`config.mk`:
```
export PLATFORM = sky130hd
export DESIGN_NAME = oal_group
export DESIGN_NICKNAME = d
export VERILOG_FILES = /design/src/oal_pkg.sv /design/src/oal_group.sv
export SDC_FILE = /design/constraint.sdc
export NUM_CORES = 1
export LEC_CHECK = 0
export ABC_CLOCK_PERIOD_IN_PS = 11500
export BUFFER_PORTS_ARGS = -buffer_cell sky130_fd_sc_hd__buf_2
export CORE_AREA = 4 4 117 119
export DETAILED_ROUTE_END_ITERATION = 6
export DIE_AREA = 0 0 121 123
export GPL_ROUTABILITY_DRIVEN = 0
export PLACE_DENSITY = 0.83
export SYNTH_ARGS = -nofsm -noshare
export SYNTH_HDL_FRONTEND = slang
export SYNTH_SLANG_ARGS = --single-unit
```
`constraint.sdc`:
```
create_clock -name vclk -period 11.5
set_input_delay 0.575 -clock vclk [all_inputs]
set_output_delay 0.575 -clock vclk [all_outputs]
set_load 0.02 [all_outputs]
```
`src/oal_pkg.sv`:
```
// shared constants, types and the candidate merge function of the ordered array list
package oal_pkg;

  // list size and derived widths
  localparam int CAPACITY   = 128;
  localparam int IDX_W      = $clog2(CAPACITY);
  localparam int CNT_W      = $clog2(CAPACITY + 1);
  localparam int OP_W       = 3;
  localparam int POS_W      = 8;
  localparam int VAL_W      = 8;
  localparam int CMP_W      = ((CNT_W > POS_W) ? CNT_W : POS_W) + 1;

  // reduction grouping: cells per group (power of two), groups and padded group count
  localparam int GROUP_SIZE = 16;
  localparam int NGROUP     = (CAPACITY + GROUP_SIZE - 1) / GROUP_SIZE;
  localparam int NGROUP_P2  = 2 ** $clog2(NGROUP);
  localparam int NCELL_PAD  = NGROUP * GROUP_SIZE;

  // operation codes
  localparam logic [OP_W-1:0] OP_INSERT_AT    = 3'd0;
  localparam logic [OP_W-1:0] OP_DELETE_AT    = 3'd1;
  localparam logic [OP_W-1:0] OP_DELETE_VALUE = 3'd2;
  localparam logic [OP_W-1:0] OP_READ_AT      = 3'd3;
  localparam logic [OP_W-1:0] OP_FIND_VALUE   = 3'd4;
  localparam logic [OP_W-1:0] OP_GET_MAX      = 3'd5;

  // what every cell does with its entry in a cycle
  typedef enum logic [1:0] {
    SH_HOLD,
    SH_INSERT,
    SH_DELETE
  } shift_mode_t;

  // compare controls broadcast to the cells
  typedef struct packed {
    logic [OP_W-1:0]         op;
    logic signed [VAL_W-1:0] key;
    logic [IDX_W-1:0]        tgt;
    logic [CNT_W-1:0]        cnt;
  } scan_t;

  // shift controls broadcast to the cells
  typedef struct packed {
    shift_mode_t             mode;
    logic [IDX_W-1:0]        tgt;
    logic signed [VAL_W-1:0] val;
  } shift_t;

  // one cell's bid in the reduction
  typedef struct packed {
    logic                    valid;
    logic signed [VAL_W-1:0] value;
    logic [IDX_W-1:0]        idx;
  } cand_t;

  // merge two bids, lo from lower positions; lower position wins ties
  function automatic cand_t combine(cand_t lo, cand_t hi, logic use_max);
    cand_t res;
    if (!lo.valid) begin
      res = hi;
    end else if (!hi.valid) begin
      res = lo;
    end else if (use_max && ($signed(hi.value) > $signed(lo.value))) begin
      res = hi;
    end else begin
      res = lo;
    end
    return res;
  endfunction

endpackage

```
`src/oal_group.sv`:
```
// reduction tree over one group of cell bids
module oal_group (
  input  oal_pkg::cand_t cand_i [oal_pkg::GROUP_SIZE],
  input  logic           use_max_i,
  output oal_pkg::cand_t cand_o
);

  oal_pkg::cand_t node [1:2*oal_pkg::GROUP_SIZE-1];

  // heap-ordered tree, lower positions on the left
  always_comb begin
    for (int j = 0; j < oal_pkg::GROUP_SIZE; j++) begin
      node[oal_pkg::GROUP_SIZE + j] = cand_i[j];
    end
    for (int k = oal_pkg::GROUP_SIZE - 1; k >= 1; k--) begin
      node[k] = oal_pkg::combine(node[2*k], node[2*k+1], use_max_i);
    end
    cand_o = node[1];
  end

endmodule

```
==> results.yml, run 1 <==
route:
  wl_per_cell_um: 17.6
  wl_mm: 23.1
  dr.pass1.iters: 5
  drt_iter0_markers: 560
  vias: 7817
  vias_per_cell: 5.97
  antenna_left: 0
  drcViolationCount: 0
timing:
  relSlewSlack: 0.316
  tns_ns: 0
  fin_crit_ns: 10.35
  setup_viol: 0
  rsz0062_at_grt: "false"
  fmaxAchievable_mhz: 96.6
  hold_viol_final: 0
  final-max-slew-violation-count: 0
  fin_ws_ns: 1.15
  worst_slew_pin_slew_ns: 1.03
  min_period_over_period: 0.900
finish:
  drive_gt1_frac: 0.300
  stdcell_count: 1310
  flops_and_latches: 0
  area_growth_pct: 24.1
  ff_latch_area_um2: 0
  nNetsFinal: 1509
  n_clock_buffer: 0
floorplan:
  row_count: 41
  core_mm2: 0.0126
  io_pins: 273
  die_area_mm2: 0.0149
  start_util: 0.503
  chipHeight_um: 123
  die_width_um: 121
clock_tree:
  cts_setup_buffers: 0
  ctsHoldBuffers: 0
  cts_resized: 0
global_route:
  grt_usage: 0.285
  grt_max_degree: 41
  first_global_vias: 7459
  met1_usage: 0.332
  antenna_found_initial: 1
  grtUsageMet3: 0.0320
  busiest_layer: "met2"
  grt_pass1_wl_mm: 34.7
  use_met2: 0.519
  grt-ovfl-total: 0
pwr:
  max-vdd-ir-drop_uv: 54.5
  power_density_mw_per_mm2: 91.3
  p_leak_nw: 4.31
status:
  status: "complete, no violations"
run:
  max_cap_viol_count: 0
synthesis:
  seq_area_frac_synth: 0
  syn_nets: 1259
  syn_avg_cell_area_um2: 7.12
  syn_inst: 888
  syn-cell-area_mm2: 0.00632
  synth_cell_types: 74
  yosysWarnings: 0
worst_setup_path:
  slowest_delay_ns: 0.79
  worstPathRequired_ns: 10.93
  cp.arrival_ns: 9.78
  crit_type: "in -> out"
  crit_fanout: 40
  cp_slowest_cell: "o21ai_2"
  cp-end-kind: "primary output"
  worst_setup_path_start_kind: "primary input"
placed_design:
  port_buffers: 273
  post-dp-hpwl_mm: 20.3
  pre_cts_ws_ns: 1.26
  dp_cells: 1308
min_path:
  holdCritPathClass: "in -> out"
[final cells by class]
cell class,instances,area (µm²)
multi-input combinational,739,5770
timing repair buffer,279,1410
antenna,2,5.00
tap,172,215
fill,1183,4720
inverter,118,443
[placed cells by master (no fill, tap or decap), types with 8 or more instances in the layout]
master,n
o21ai_0,19
a21oi_1,79
nand3_1,16
or3_1,8
nor2_1,80
nand4_1,14
nand2b_1,11
o31ai_1,13
a32oi_1,8
nor2b_1,11
o21a_1,12
nor3_1,20
and3_1,8
buf_2,273
o221ai_1,8
nand2_1,53
inv_1,115
a211oi_1,10
ha_1,114
o211ai_1,23
mux2i_1,82
mux2_2,28
[synthesized netlist by cell type (all sizes together), types with 14 or more instances]
cell | number | share of area
inv | 118 | 0.070
ha | 114 | 0.23
a21oi | 82 | 0.068
clkbuf | 19 | 0.011
o21ai | 28 | 0.023
mux2i | 82 | 0.13
mux2 | 29 | 0.052
nand4 | 14 | 0.014
nand3 | 17 | 0.014
nand2 | 53 | 0.031
nor3 | 20 | 0.016
o211ai | 23 | 0.027
nor2 | 82 | 0.050
[final timing paths]
path / cells past startpoint / endpoint / slack, ns / start
worst max-delay path: 42 / cand_o[14] / 1.15 / cand_i[90]
worst min-delay path: 6 / cand_o[4] / 1.75 / cand_i[52]
[critical path: cells and delay by family]
kind,cells,cell delay [ns]
compound gates,18,4.56
fa+ha+maj,4,1.17
buf+inv,6,0.91
mux,3,1.10
simple gates,11,1.45
[metrics by stage]
step	power [mW]	hold WS (ns)	area, µm²	utilization
floorplan	0.482	1.44	6320	-
global placement	0.686	1.75	7840	0.624
detailed placement	0.702	1.74	7840	0.624
CTS	0.705	1.74	7840	0.624
global route	0.782	1.77	7840	0.624
finish	0.716	1.75	7850	0.624
[power breakdown]
part	leakage (nW)	internal, mW	total (mW)	switching (mW)
sequential	0	0	0	0
clock	0.0000127	0.0000000232	0.0000000233	0
combinational	4.31	0.293	0.716	0.424
[logic make-up after synthesis]
family,after synthesis,synth area share
buffers and inverters,149,0.0916
AO/OA/AOI/OAI,256,0.294
adder cells (fa/ha/maj),119,0.234
XOR/XNOR,6,0.00831
AND/OR/NAND/NOR,247,0.191
multiplexers,111,0.182
[per-layer routing]
| layer | wire, µm | vias to the layer above |
|---|---|---|
| met4 | 1210 | 0 |
| met3 | 1730 | 81 |
| li1 | - | 3815 |
| met1 | 9140 | 3558 |
| met2 | 11000 | 363 |
| met5 | 0 | - |
Power figures use the tool's default switching activity.
==> run 2: changes to the inputs <==
Settings changed: CORE_AREA 4 4 117 119 to 4 4 123 113, DIE_AREA 0 0 121 123 to 0 0 127 117, PLACE_DENSITY 0.83 to 0.84, TNS_END_PERCENT from default to 30.
==> results.yml, run 2 (synthesized netlist as in run 1, its figures left out) <==
clock_tree:
  ctsHoldBuffers: 0
  cts_setup_buffers: 0
  cts_resized: 0
route:
  dr.pass1.iters: 6
  vias: 7814
  antenna_left: 0
  drt_iter0_markers: 583
  vias_per_cell: 6.01
  wl_per_cell_um: 17.8
  drcViolationCount: 0
  wl_mm: 23.1
timing:
  setup_viol: 0
  tns_ns: 0
  worst_slew_pin_slew_ns: 1.06
  rsz0062_at_grt: "false"
  hold_viol_final: 0
  relSlewSlack: 0.291
  fmaxAchievable_mhz: 96.8
  min_period_over_period: 0.898
  final-max-slew-violation-count: 0
  fin_hold_ws_ns: 1.78
  fin_crit_ns: 10.33
pwr:
  max-vdd-ir-drop_uv: 51.5
  power_density_mw_per_mm2: 91.6
  p_leak_nw: 4.31
run:
  max_cap_viol_count: 0
worst_setup_path:
  slowest_delay_ns: 0.59
  cp_slowest_cell: "nand2_1"
  worstPathRequired_ns: 10.93
  crit_fanout: 24
  crit_type: "in -> out"
  worst_setup_path_start_kind: "primary input"
  crit_top_cell: "o21a_1"
  cp-end-kind: "primary output"
  cp.arrival_ns: 9.75
global_route:
  use_met2: 0.504
  grtUsageMet3: 0.0290
  antenna_found_initial: 0
  grt_pass1_wl_mm: 34.9
  grt_usage: 0.283
  first_global_vias: 7224
  grt_max_degree: 37
  met1_usage: 0.363
  busiest_layer: "met2"
  grt-ovfl-total: 0
finish:
  layout_common_cells: "buf_2 (273), inv_1 (115), ha_1 (114), mux2i_1 (82), nor2_1 (80)"
  area_growth_pct: 23.9
  nNetsFinal: 1509
  drive_gt1_frac: 0.301
  finalInstanceArea_mm2: 0.00784
  ff_latch_area_um2: 0
  multi_input_area_mm2: 0.00578
  diodes: 0
  n_clock_buffer: 0
  fillCellCount: 1169
  flops_and_latches: 0
  final_common_cell: "buf_2"
min_path:
  holdCritPathClass: "in -> out"
floorplan:
  die_width_um: 127
  start_util: 0.502
  io_pins: 273
  chipHeight_um: 117
  core_mm2: 0.0126
  die_area_mm2: 0.0149
  row_count: 39
placed_design:
  placed_area_mm2: 0.00784
  post-dp-hpwl_mm: 20.2
  port_buffers: 273
status:
  status: "complete, no violations"
run 2: power breakdown:
| group | internal, mW | total, mW | switching (mW) | leakage, nW |
|---|---|---|---|---|
| sequential | 0 | 0 | 0 | 0 |
| combinational | 0.293 | 0.718 | 0.424 | 4.31 |
| clock | 0 | 0 | 0 | 0 |
| total | 0.293 | 0.718 | 0.424 | 4.31 |
run 2: worst max-delay path: cells and delay by family:
kind,cells,cell delay (ns)
AND/OR/NAND/NOR,8,1.76
adder cells (fa/ha/maj),4,1.19
buffers and inverters,4,0.65
AO/OA/AOI/OAI,21,4.69
multiplexers,2,0.82
run 2: final timing paths:
| kind | start | end | cells past startpoint | slack, ns |
|---|---|---|---|---|
| setup / recovery | cand_i[136] | cand_o[12] | 39 | 1.17 |
| hold / removal | cand_i[15] | cand_o[15] | 4 | 1.78 |
run 2: layout make-up:
| cell class | count | share of cell area |
|---|---|---|
| Multi-Input combinational cell | 739 | 0.737 |
| Timing Repair Buffer | 279 | 0.180 |
| Inverter | 118 | 0.0565 |
| Tap cell | 164 | 0.0262 |
run 2: metrics by stage:
step,power (mW),setup slack (ns),util,std cells
after global routing,0.777,0.695,0.622,1300
after CTS,0.705,1.42,0.622,1300
after detailed placement,0.701,1.44,0.622,1300
after floorplan,0.482,2.20,-,888
final,0.718,1.17,0.622,1300
after global placement,0.687,1.65,0.622,1300
run 2: layer usage:
metal / share of wire / wire [µm]
met1: 0.41 / 9480
met2: 0.47 / 10800
met3: 0.087 / 2010
met4: 0.033 / 758
met5: 0 / 0
