[config.mk]
export PLATFORM = sky130hd
export DESIGN_NAME = oal_cell
export DESIGN_NICKNAME = d
export VERILOG_FILES = /design/src/oal_pkg.sv /design/src/oal_cell.sv
export SDC_FILE = /design/constraint.sdc
export NUM_CORES = 1
export LEC_CHECK = 0
export BUFFER_PORTS_ARGS = -buffer_cell sky130_fd_sc_hd__buf_2
export CAP_MARGIN = 40
export CORE_MARGIN = 2
export CORE_UTILIZATION = 30
export DETAILED_ROUTE_END_ITERATION = 7
export GPL_TIMING_DRIVEN = 0
export PLACE_DENSITY_LB_ADDON = 0.15
export SYNTH_ARGS = -nofsm -noshare
export SYNTH_HDL_FRONTEND = slang
export SYNTH_SLANG_ARGS = --single-unit
[constraint.sdc]
create_clock -name clk -period 3.5 [get_ports clk]
set_clock_uncertainty 0.2 [all_clocks]
set_input_delay 0.7 -clock clk [delete_from_list [all_inputs] [get_ports clk]]
set_output_delay 0.7 -clock clk [all_outputs]
set_load 0.01 [all_outputs]
[src/oal_pkg.sv]
// shared constants, types and the candidate merge function of the ordered array list
package oal_pkg;

  // list size and derived widths
  localparam int CAPACITY   = 128;
  localparam int IDX_W      = $clog2(CAPACITY);
  localparam int CNT_W      = $clog2(CAPACITY + 1);
  localparam int OP_W       = 3;
  localparam int POS_W      = 8;
  localparam int VAL_W      = 8;
  localparam int CMP_W      = ((CNT_W > POS_W) ? CNT_W : POS_W) + 1;

  // reduction grouping: cells per group (power of two), groups and padded group count
  localparam int GROUP_SIZE = 16;
  localparam int NGROUP     = (CAPACITY + GROUP_SIZE - 1) / GROUP_SIZE;
  localparam int NGROUP_P2  = 2 ** $clog2(NGROUP);
  localparam int NCELL_PAD  = NGROUP * GROUP_SIZE;

  // operation codes
  localparam logic [OP_W-1:0] OP_INSERT_AT    = 3'd0;
  localparam logic [OP_W-1:0] OP_DELETE_AT    = 3'd1;
  localparam logic [OP_W-1:0] OP_DELETE_VALUE = 3'd2;
  localparam logic [OP_W-1:0] OP_READ_AT      = 3'd3;
  localparam logic [OP_W-1:0] OP_FIND_VALUE   = 3'd4;
  localparam logic [OP_W-1:0] OP_GET_MAX      = 3'd5;

  // what every cell does with its entry in a cycle
  typedef enum logic [1:0] {
    SH_HOLD,
    SH_INSERT,
    SH_DELETE
  } shift_mode_t;

  // compare controls broadcast to the cells
  typedef struct packed {
    logic [OP_W-1:0]         op;
    logic signed [VAL_W-1:0] key;
    logic [IDX_W-1:0]        tgt;
    logic [CNT_W-1:0]        cnt;
  } scan_t;

  // shift controls broadcast to the cells
  typedef struct packed {
    shift_mode_t             mode;
    logic [IDX_W-1:0]        tgt;
    logic signed [VAL_W-1:0] val;
  } shift_t;

  // one cell's bid in the reduction
  typedef struct packed {
    logic                    valid;
    logic signed [VAL_W-1:0] value;
    logic [IDX_W-1:0]        idx;
  } cand_t;

  // merge two bids, lo from lower positions; lower position wins ties
  function automatic cand_t combine(cand_t lo, cand_t hi, logic use_max);
    cand_t res;
    if (!lo.valid) begin
      res = hi;
    end else if (!hi.valid) begin
      res = lo;
    end else if (use_max && ($signed(hi.value) > $signed(lo.value))) begin
      res = hi;
    end else begin
      res = lo;
    end
    return res;
  endfunction

endpackage

[src/oal_cell.sv]
// one list cell: holds an entry, bids in the reduction, shifts with its neighbors
module oal_cell (
  input  logic                                 clk,
  input  logic [oal_pkg::IDX_W-1:0]            idx_i,
  input  oal_pkg::scan_t                       scan_i,
  input  oal_pkg::shift_t                      shift_i,
  input  logic signed [oal_pkg::VAL_W-1:0]     left_i,
  input  logic signed [oal_pkg::VAL_W-1:0]     right_i,
  output logic signed [oal_pkg::VAL_W-1:0]     data_o,
  output oal_pkg::cand_t                       cand_o
);

  logic signed [oal_pkg::VAL_W-1:0] entry_r;
  logic signed [oal_pkg::VAL_W-1:0] entry_nxt;
  logic                             in_list;
  logic                             hit;

  assign data_o  = entry_r;
  assign in_list = oal_pkg::CNT_W'(idx_i) < scan_i.cnt;

  // match condition for the requested operation
  always_comb begin
    case (scan_i.op)
      oal_pkg::OP_READ_AT,
      oal_pkg::OP_DELETE_AT:    hit = (idx_i == scan_i.tgt);
      oal_pkg::OP_DELETE_VALUE,
      oal_pkg::OP_FIND_VALUE:   hit = (entry_r == scan_i.key);
      oal_pkg::OP_GET_MAX:      hit = 1'b1;
      default:                  hit = 1'b0;
    endcase
  end

  always_comb begin
    cand_o.valid = in_list & hit;
    cand_o.value = entry_r;
    cand_o.idx   = idx_i;
  end

  // shift up on insert, down on delete
  always_comb begin
    entry_nxt = entry_r;
    case (shift_i.mode)
      oal_pkg::SH_INSERT: begin
        if (idx_i > shift_i.tgt) begin
          entry_nxt = left_i;
        end else if (idx_i == shift_i.tgt) begin
          entry_nxt = shift_i.val;
        end
      end
      oal_pkg::SH_DELETE: begin
        if (idx_i >= shift_i.tgt) begin
          entry_nxt = right_i;
        end
      end
      default: begin
        entry_nxt = entry_r;
      end
    endcase
  end

  always_ff @(posedge clk) begin
    entry_r <= entry_nxt;
  end

endmodule

==> results of run 1 <==
-- cells in the mapped netlist, drive strengths merged (2+ instances only) --
cell    count  area (sq um)
nand2      21          83.8
buf        19           135
a31oi      16           100
xnor2      14           123
ha         13           163
inv        13          48.8
nor2       12          47.6
a22o        8          70.1
edfxtp      8           240
a21oi       7          61.3
nand4       4          25.0
nand2b      3          18.8
a21o        2          15.0
nor2b       2          12.5
o22ai       2          12.5
xor2        2          17.5
-- through the flow --
step	area (sq um)	util	hold slack [ns]	total power, mW
detailed placement	1750	0.438	0.856	0.367
finish	1790	0.449	0.624	0.471
CTS	1790	0.449	0.623	0.476
floorplan	1240	-	0.754	0.275
global route	1790	0.449	0.646	0.508
global placement	1750	0.438	0.860	0.366
-- metal layers --
metal,vias up,track usage,share of wire
met2,65,0.234,0.46
met3,0,0.0181,0.087
met5,-,0,0
met1,568,0.180,0.46
li1,718,-,-
met4,0,0.0450,0
-- cell type report --
cell class / count / area (sq um) / share of cell area
plain buffers: 19 / 135 / 0.0753
clock buffers: 3 / 41.3 / 0.0230
inverters: 13 / 48.8 / 0.0272
multi-input cells: 114 / 816 / 0.455
flip-flops and latches: 8 / 240 / 0.134
well taps: 50 / 62.6 / 0.0349
repair buffers: 90 / 450 / 0.251
-- cells by family after synthesis --
family                     share of synthesized area
and+or+nand+nor                                0.186
AOI/OAI and AO/OA                              0.228
buffers and inverters                          0.148
xor gates and xnor gates                       0.113
adders and majority gates                      0.131
DFF                                            0.194
-- worst paths after layout --
kind,cells after the start,endpoint,start,slack (ns)
min,3,data_o[6]$_DFFE_PP_,right_i[6],0.62
max,6,data_o[3]$_DFFE_PP_,idx_i[6],0.76
-- power by group --
part           internal (mW)  switching [mW]  total (mW)
logic                  0.120           0.111       0.231
registers              0.123         0.00975       0.132
clock network         0.0742          0.0330       0.107
total                  0.317           0.154       0.471
==> Flow_metrics.wiki, run 1 <==
{| class="wikitable"
! Metric !! Value
|-
| Cell type group with the largest total delay on the critical path || compound AO/OA/AOI/OAI gates
|-
| Arrival time at the worst endpoint || 2.39 ns
|-
| Die height || 68.3 um
|-
| Total wire length after detailed routing || 3260 um
|-
| Cell Count Post-Placement || 294
|-
| X dimension of the die || 68.3 um
|-
| Setup WS pre-CTS || 0.507 ns
|-
| DPL Wire Length || 2780 um
|-
| CP cell instances || buf_2 > ha_1 > nand2_1 > o21ai_2 > nor2_1 > a21oi_1
|-
| Total DRC errors in the routed layout || 0
|-
| Layout cell share with drive strength beyond 1 || 0.482
|-
| Final critical delay including setup and external delays || 2.74 ns
|-
| Total clock buffers created by CTS || 3
|-
| Post-synthesis instance area || 1240 sq um
|-
| Worst hold path type || input pin to register
|-
| CTS tree || yes
|-
| Number of flip-flops under the largest register name || 8
|-
| Total of hold buffers inserted after clock tree synthesis || 0
|-
| Period utilisation layout || 0.784
|-
| Post-route setup TNS || 0 ns
|-
| Transition time of the tightest slew-check pin || 0.764 ns
|-
| Input/output buffers || 90
|-
| Count of flip-flops with a built-in enable after synthesis || 8
|-
| Count of distinct cell types in the synthesized netlist || 29
|-
| Post-Synthesis Mean Instance Area || 8.05 sq um
|-
| Remaining antenna violation count after routing || 0
|-
| Via/cell ratio || 4.55
|-
| Initial DRC Count || 38
|-
| Peak ir drop on the vdd network || 0.0800 mV
|-
| Global-route congestion overflow total || 0
|-
| CP required || 3.15 ns
|-
| Critical Path Fanout Max || 10
|-
| Per-cell routed wire length || 11.0 um
|-
| Biggest cell delay along the critical path || 0.61 ns
|-
| Number of maximum-capacitance violations || 0
|-
| Post-synthesis sequential area ratio || 0.194
|-
| Total vias in the final route || 1351
|-
| Cell with the biggest individual delay on the critical path || a21oi_1
|-
| Count of instances resized after the clock tree is built || 0
|-
| Global-route wire length before repair || 5000 um
|-
| Total of warnings raised by yosys || 0
|-
| Leakage power summed over all cells || 0.922 nW
|-
| Number of antenna diodes || 0
|-
| Final estimated routing congestion in global placement || 0.714
|-
| Highest Clock Rate || 365 MHz
|-
| Die Area || 4660 sq um
|-
| Total global-route track usage || 0.138
|-
| Num rows || 23
|-
| Reg clk slew, reported paths || 0.04 ns
|-
| TritonRoute pass-1 iters || 5
|-
| Ys async rst share || 0
|-
| # nets final || 329
|-
| Number of pins exceeding their max-slew limit in the final report || 0
|-
| Area Growth Syn to Fin || 44.7%
|-
| Floorplan Core Area || 4000 sq um
|-
| Unrepaired setup endpoints after global routing || false
|-
| Number of setup violations in the final report || 0
|-
| Final hold violation count || 0
|-
| Slew margin rel. || 0.491
|-
| Fill cell instance count of the final layout || 451
|-
| Synth Instances || 154
|-
| Antenna violations before repair || 0
|-
| Most instantiated flip-flop cell in the synthesis netlist || edfxtp_1
|-
| Library cell used as clock root buffer || clkbuf_8
|-
| Count of state elements after synthesis || 8
|-
| Setup ws final || 0.757 ns
|-
| Num ports || 91
|-
| Run status || completed
|-
| Critical path class || input pin to register
|-
| Startpoint types || input pin
|-
| Starting Density || 0.310
|-
| Via count of the first global-routing pass || 1229
|-
| Commonest non-fill, non-tap cells in the layout || buf_2 (90), nand2_1 (19), buf_4 (17), a31oi_1 (16), xnor2_1 (14)
|-
| CP Buf/Inv Count || 1
|-
| Post-CTS Repair Setup Buffers || 0
|-
| Type of element capturing the critical path || register
|-
| Clock tree buffer depth || 2
|-
| Total number of H-tree levels || 1
|-
| Power density of the placed cells || 262 nW/um^2
|-
| Post-synth net total || 234
|-
| Pin count of the biggest net entering global routing || 11
|-
| Final instance count without filler cells || 297
|-
| Sink Count || 8
|-
| Leading cell type in the layout, fill and taps excluded || buf_2
|}
Note: power is estimated with default switching activity, not from simulation.
==> run 2, diff against run 1 <==
==> constraint.sdc (replaced) <==
create_clock -name clk -period 2.5 [get_ports clk]
set_clock_uncertainty 0.2 [all_clocks]
set_input_delay 0.5 -clock clk [delete_from_list [all_inputs] [get_ports clk]]
set_output_delay 0.5 -clock clk [all_outputs]
set_load 0.01 [all_outputs]
==> Flow_metrics.wiki, run 2 (synthesis results as in run 1) <==
{| class="wikitable"
! Metric !! Value
|-
| Sink Count || 8 (unchanged)
|-
| Number of maximum-capacitance violations || 0 (unchanged)
|-
| Number of setup violations in the final report || 0 (unchanged)
|-
| Global-route congestion overflow total || 0 (unchanged)
|-
| Highest Clock Rate || 432 MHz
|-
| Via/cell ratio || 4.57 (+0.52%)
|-
| Total wire length after detailed routing || 3240 um (-0.52%)
|-
| # nets final || 329 (unchanged)
|-
| Peak ir drop on the vdd network || 0.112 mV (+40%)
|-
| Worst hold path type || input pin to register
|-
| Die Area || 4660 sq um (unchanged)
|-
| Min-Delay Endpoint || data_o[6]$_DFFE_PP_
|-
| Number of flip-flops under the largest register name || 8 (unchanged)
|-
| Total DRC errors in the routed layout || 0 (unchanged)
|-
| Fraction of met1 tracks used by global routing || 0.180 (unchanged)
|-
| Final hold violation count || 0 (unchanged)
|-
| Floorplan Core Area || 4000 sq um (unchanged)
|-
| Post-CTS Repair Setup Buffers || 0 (unchanged)
|-
| Antenna violations before repair || 0 (unchanged)
|-
| Remaining antenna violation count after routing || 0 (unchanged)
|-
| Layout cell share with drive strength beyond 1 || 0.486 (+0.00405)
|-
| Setup ws final || 0.184 ns (-0.573 ns)
|-
| Clock tree buffer depth || 2 (unchanged)
|-
| Count of instances resized after the clock tree is built || 1 (+1)
|-
| Fill cell instance count of the final layout || 451 (unchanged)
|-
| Commonest non-fill, non-tap cells in the layout || buf_2 (90), nand2_1 (19), buf_4 (17), a31oi_1 (16), xnor2_1 (14)
|-
| Leading cell type in the layout, fill and taps excluded || buf_2
|-
| Reg clk slew, reported paths || 0.04 ns (about the same)
|-
| CTS tree || yes
|-
| Num ports || 91 (unchanged)
|-
| Total global-route track usage || 0.138 (unchanged)
|-
| Critical Path Fanout Max || 4 (-6)
|-
| Arrival time at the worst endpoint || 1.62 ns (-0.77 ns)
|-
| Global-route wire length before repair || 5000 um (unchanged)
|-
| Final estimated routing congestion in global placement || 0.714 (unchanged)
|-
| Number of pins exceeding their max-slew limit in the final report || 0 (unchanged)
|-
| CP Buf/Inv Count || 2 (+1)
|-
| Startpoint types || input pin
|-
| Unrepaired setup endpoints after global routing || false
|-
| Total number of H-tree levels || 1 (unchanged)
|-
| Library cell used as clock root buffer || clkbuf_8
|-
| Power density of the placed cells || 366 nW/um^2 (+40%)
|-
| Number of stages on the worst hold path || 3 (unchanged)
|-
| Run status || completed
|-
| DPL Wire Length || 2780 um (unchanged)
|-
| Pin count of the biggest net entering global routing || 11 (unchanged)
|-
| Cell with the biggest individual delay on the critical path || ha_1
|-
| X dimension of the die || 68.3 um (unchanged)
|-
| Worst slack on hold paths || 0.424 ns (-0.200 ns)
|-
| Number of antenna diodes || 0 (unchanged)
|-
| Total vias in the final route || 1358 (+0.52%)
|-
| Num rows || 23 (unchanged)
|-
| Slew margin rel. || 0.674 (+0.183)
|-
| Met2 layer usage reported by global route || 0.234 (unchanged)
|-
| Cell type group with the largest total delay on the critical path || compound AO/OA/AOI/OAI gates
|-
| Critical path class || input pin to output pin
|-
| Met3 demand-to-capacity share in global routing || 0.0181 (unchanged)
|-
| Die height || 68.3 um (unchanged)
|-
| Busiest layer in global routing || met2
|-
| Final critical delay including setup and external delays || 2.32 ns
|-
| Hold path start || right_i[6]
|-
| TritonRoute pass-1 iters || 4 (-1)
|-
| Total of hold buffers inserted after clock tree synthesis || 0 (unchanged)
|-
| Most numerous cell on the critical path || buf_2
|-
| Biggest cell delay along the critical path || 0.29 ns (-0.32 ns)
|-
| Per-cell routed wire length || 10.9 um (-0.52%)
|-
| Area Growth Syn to Fin || 45.0%
|-
| Initial DRC Count || 35 (-7.9%)
|-
| Via count of the first global-routing pass || 1229 (unchanged)
|-
| Input/output buffers || 90 (unchanged)
|-
| Setup WS pre-CTS || -0.293 ns (-0.800 ns)
|-
| CP required || 1.80 ns (-1.35 ns)
|-
| Period utilisation layout || 0.926
|-
| CP cell instances || buf_2 > ha_1 > a21o_1 > a211oi_1 > nor3_1 > nor2_1 > buf_2
|-
| Type of element capturing the critical path || output pin
|-
| Starting Density || 0.310 (unchanged)
|-
| Total clock buffers created by CTS || 3 (unchanged)
|-
| Cell Count Post-Placement || 294 (unchanged)
|-
| Final instance count without filler cells || 297 (unchanged)
|-
| Transition time of the tightest slew-check pin || 0.489 ns (-0.275 ns)
|-
| Leakage power summed over all cells || 0.922 nW (about the same)
|}
## run 2: changes by cell type in the layout (fill, tap and decap cells not counted)
cell / change
a21oi_1: -1
a21oi_2: +1
## run 2: worst max-delay path by stage
stage                            from             endpoint  cells after the start
after floorplan           shift_i[14]  data_o[0]$_DFFE_PP_                      8
after global placement       idx_i[6]  data_o[2]$_DFFE_PP_                      8
after detailed placement     idx_i[6]  data_o[2]$_DFFE_PP_                      8
after CTS                    idx_i[1]           cand_o[15]                      7
after global routing         idx_i[1]           cand_o[15]                      7
final                        idx_i[1]           cand_o[15]                      7
## run 2: layout make-up
type | count | area [sq um] | share of cell area
inverters | 13 | 48.8 | 0.0271
multi-input cells | 114 | 820 | 0.456
well taps | 50 | 62.6 | 0.0348
repair buffers | 90 | 450 | 0.251
plain buffers | 19 | 135 | 0.0752
flip-flops and latches | 8 | 240 | 0.134
clock buffers | 3 | 41.3 | 0.0230
## run 2: layer usage
layer  part of all wire  wire length, um
met1               0.46             1490
met2               0.46             1500
met5                  0                0
met3              0.080              258
met4                  0                0
## run 2: where the power goes
group | internal [mW] | leakage (nW) | switching [mW]
sequential | 0.172 | 0.0745 | 0.0136
combinational | 0.168 | 0.826 | 0.156
clock | 0.104 | 0.0216 | 0.0461
total | 0.443 | 0.922 | 0.215
## run 2: stage by stage
| stage | area, sq um | TNS [ns] | util | power (mW) |
|---|---|---|---|---|
| global placement | 1750 | -2.22 | 0.438 | 0.512 |
| finish | 1800 | 0 | 0.449 | 0.659 |
| CTS | 1800 | 0 | 0.449 | 0.667 |
| floorplan | 1240 | 0 | - | 0.385 |
| detailed placement | 1750 | -2.34 | 0.438 | 0.514 |
| global route | 1800 | 0 | 0.449 | 0.713 |
==> run 3, diff against run 2 <==
--- a/config.mk
+++ b/config.mk
@@ -8,7 +8,7 @@
 export BUFFER_PORTS_ARGS = -buffer_cell sky130_fd_sc_hd__buf_2
 export CAP_MARGIN = 40
 export CORE_MARGIN = 2
-export CORE_UTILIZATION = 30
+export CORE_UTILIZATION = 37
 export DETAILED_ROUTE_END_ITERATION = 7
 export GPL_TIMING_DRIVEN = 0
 export PLACE_DENSITY_LB_ADDON = 0.15
==> constraint.sdc (replaced) <==
create_clock -name clk -period 1.85 [get_ports clk]
set_clock_uncertainty 0.2 [all_clocks]
set_input_delay 0.37 -clock clk [delete_from_list [all_inputs] [get_ports clk]]
set_output_delay 0.37 -clock clk [all_outputs]
set_load 0.01 [all_outputs]
==> Flow_metrics.wiki, run 3 (synthesis results as in run 1) <==
{| class="wikitable"
! Metric !! Value
|-
| Run status || finished, violations left
|-
| Violated checks || negative setup slack
|-
| Leading cell type in the layout, fill and taps excluded || buf_2
|-
| X dimension of the die || 61.9 um (-9.4%)
|-
| Highest Clock Rate || 478 MHz
|-
| Library cell used as clock root buffer || clkbuf_4
|-
| Internal Pwr Total || 589 uW (+33%)
|-
| Cell with the biggest individual delay on the critical path || edfxtp_1
|-
| Input/output buffers || 90 (unchanged)
|-
| Worst slack on hold paths || 0.278 ns (-0.146 ns)
|-
| DPL Wire Length || 2800 um (+0.64%)
|-
| Final hold violation count || 0 (unchanged)
|-
| Floorplan Core Area || 3280 sq um (-18%)
|-
| Area Growth Syn to Fin || 63.8%
|-
| Transition time of the tightest slew-check pin || 0.487 ns (-0.00204 ns)
|-
| Startpoint types || register
|-
| Total wire length after detailed routing || 3290 um (+1.7%)
|-
| Sink Count || 8 (unchanged)
|-
| Worst hold path type || input pin to register
|-
| Initial DRC Count || 47 (+34%)
|-
| Num rows || 21 (-8.7%)
|-
| Reg clk slew, reported paths || 0.05 ns (about the same)
|-
| Final estimated routing congestion in global placement || 0.864 (+21%)
|-
| Switching share of total power || 0.347 (+0.0206)
|-
| Die Area || 3830 sq um (-18%)
|-
| Per-cell routed wire length || 10.9 um (+0.35%)
|-
| Unrepaired setup endpoints after global routing || true
|-
| Total vias in the final route || 1417 (+4.3%)
|-
| Logic gate share of total power || 0.587 (+0.096)
|-
| Peak ir drop on the vdd network || 0.136 mV (+22%)
|-
| CP Buf/Inv Count || 1 (-1)
|-
| Clock tree buffer depth || 2 (unchanged)
|-
| Commonest non-fill, non-tap cells in the layout || buf_2 (85), buf_4 (25), nand2_1 (17), a31oi_1 (14), xnor2_1 (13)
|-
| Number of pins exceeding their max-slew limit in the final report || 0 (unchanged)
|-
| Cell type group with the largest total delay on the critical path || simple AND/OR/NAND/NOR gates
|-
| Period utilisation layout || 1.13
|-
| Critical Path Fanout Max || 2 (-2)
|-
| Power density of the placed cells || 444 nW/um^2 (+21%)
|-
| Remaining antenna violation count after routing || 0 (unchanged)
|-
| Setup ws final || -0.243 ns (-0.427 ns)
|-
| Cell Count Post-Placement || 290 (-1.4%)
|-
| Total of hold buffers inserted after clock tree synthesis || 0 (unchanged)
|-
| Global-route wire length before repair || 4930 um (-1.2%)
|-
| Fill cell instance count of the final layout || 317 (-30%)
|-
| Global-route congestion overflow total || 0 (unchanged)
|-
| Num ports || 91 (unchanged)
|-
| Antenna violations before repair || 0 (unchanged)
|-
| Layout cell share with drive strength beyond 1 || 0.588 (+0.102)
|-
| Final critical delay including setup and external delays || 2.09 ns
|-
| Number of flip-flops under the largest register name || 8 (unchanged)
|-
| CP cell instances || xnor2_1 > nand4_1 > nor4_2 > o22ai_1 > nor2_1 > buf_2
|-
| Slew margin rel. || 0.675 (+0.00140)
|-
| Critical path class || register to output pin
|-
| Type of element capturing the critical path || output pin
|-
| Die height || 61.9 um (-9.4%)
|-
| Portion of total power attributed to the clock network || 0.137 (-0.091)
|-
| TritonRoute pass-1 iters || 4 (unchanged)
|-
| Final instance count without filler cells || 301 (+1.3%)
|-
| Number of antenna diodes || 0 (unchanged)
|-
| Number of setup violations in the final report || 1 (+1)
|-
| CTS tree || yes
|-
| Via count of the first global-routing pass || 1257 (+2.3%)
|-
| Total global-route track usage || 0.168 (+0.0304)
|-
| Setup WS pre-CTS || -0.434 ns (-0.141 ns)
|-
| CP required || 1.28 ns (-0.52 ns)
|-
| Switching power || 313 uW (+46%)
|-
| Number of maximum-capacitance violations || 0 (unchanged)
|-
| Sequential share of power || 0.276 (-0.005)
|-
| Pin count of the biggest net entering global routing || 10 (-1)
|-
| Total DRC errors in the routed layout || 0 (unchanged)
|-
| Via/cell ratio || 4.71 (+3.0%)
|-
| Total number of H-tree levels || 1 (unchanged)
|-
| Arrival time at the worst endpoint || 1.52 ns (-0.10 ns)
|-
| Biggest cell delay along the critical path || 0.40 ns (+0.11 ns)
|-
| Leakage power summed over all cells || 0.981 nW (+6.3%)
|-
| # nets final || 337 (+2.4%)
|-
| Starting Density || 0.378 (+0.0675)
|-
| Total clock buffers created by CTS || 3 (unchanged)
|}
## run 3: worst paths after layout
path	start	end	slack, ns	cells past startpoint
min	right_i[4]	data_o[4]$_DFFE_PP_	0.28	3
max	data_o[7]$_DFFE_PP_	cand_o[15]	-0.24	6
## run 3: area by class of cell
| class | count | area (sq um) | area share |
|---|---|---|---|
| Buffer | 18 | 131 | 0.0647 |
| Clock buffer | 3 | 22.5 | 0.0111 |
| Inverter | 13 | 71.3 | 0.0351 |
| Multi-Input combinational cell | 114 | 966 | 0.476 |
| Sequential cell | 8 | 240 | 0.118 |
| Tap cell | 46 | 57.6 | 0.0283 |
| Timing Repair Buffer | 99 | 542 | 0.267 |
## run 3: metal layers
layer,track usage,routed length [um],share of wire,up-vias
li1,-,-,-,735
met1,0.208,1460,0.44,638
met2,0.308,1680,0.51,44
met3,0.0207,155,0.047,0
met4,0.0426,0,0,0
met5,0,0,0,-
## run 3: what timing repair did
action,in CTS,in global routing
resized for setup,3,15
pin swaps,2,8
buffers inserted,7,2
setup endpoints to repair,9,14
## run 3: metrics by stage
stage / area [sq um] / setup TNS [ns] / power, mW / utilization
floorplan: 1380 / -0.758 / 0.557 / -
global placement: 1880 / -5.30 / 0.733 / 0.574
detailed placement: 1880 / -5.43 / 0.740 / 0.574
CTS: 1980 / -0.231 / 0.895 / 0.602
global route: 2030 / -0.365 / 0.983 / 0.618
finish: 2030 / -0.243 / 0.902 / 0.618
## run 3: power by group through the flow
| stage | combinational (mW) | sequential (mW) | clock, mW |
|---|---|---|---|
| after CTS | 0.516 | 0.249 | 0.131 |
| after global routing | 0.590 | 0.252 | 0.142 |
| after floorplan | 0.295 | 0.262 | 0 |
| after global placement | 0.480 | 0.253 | 0 |
| final | 0.529 | 0.249 | 0.124 |
| after detailed placement | 0.485 | 0.255 | 0 |
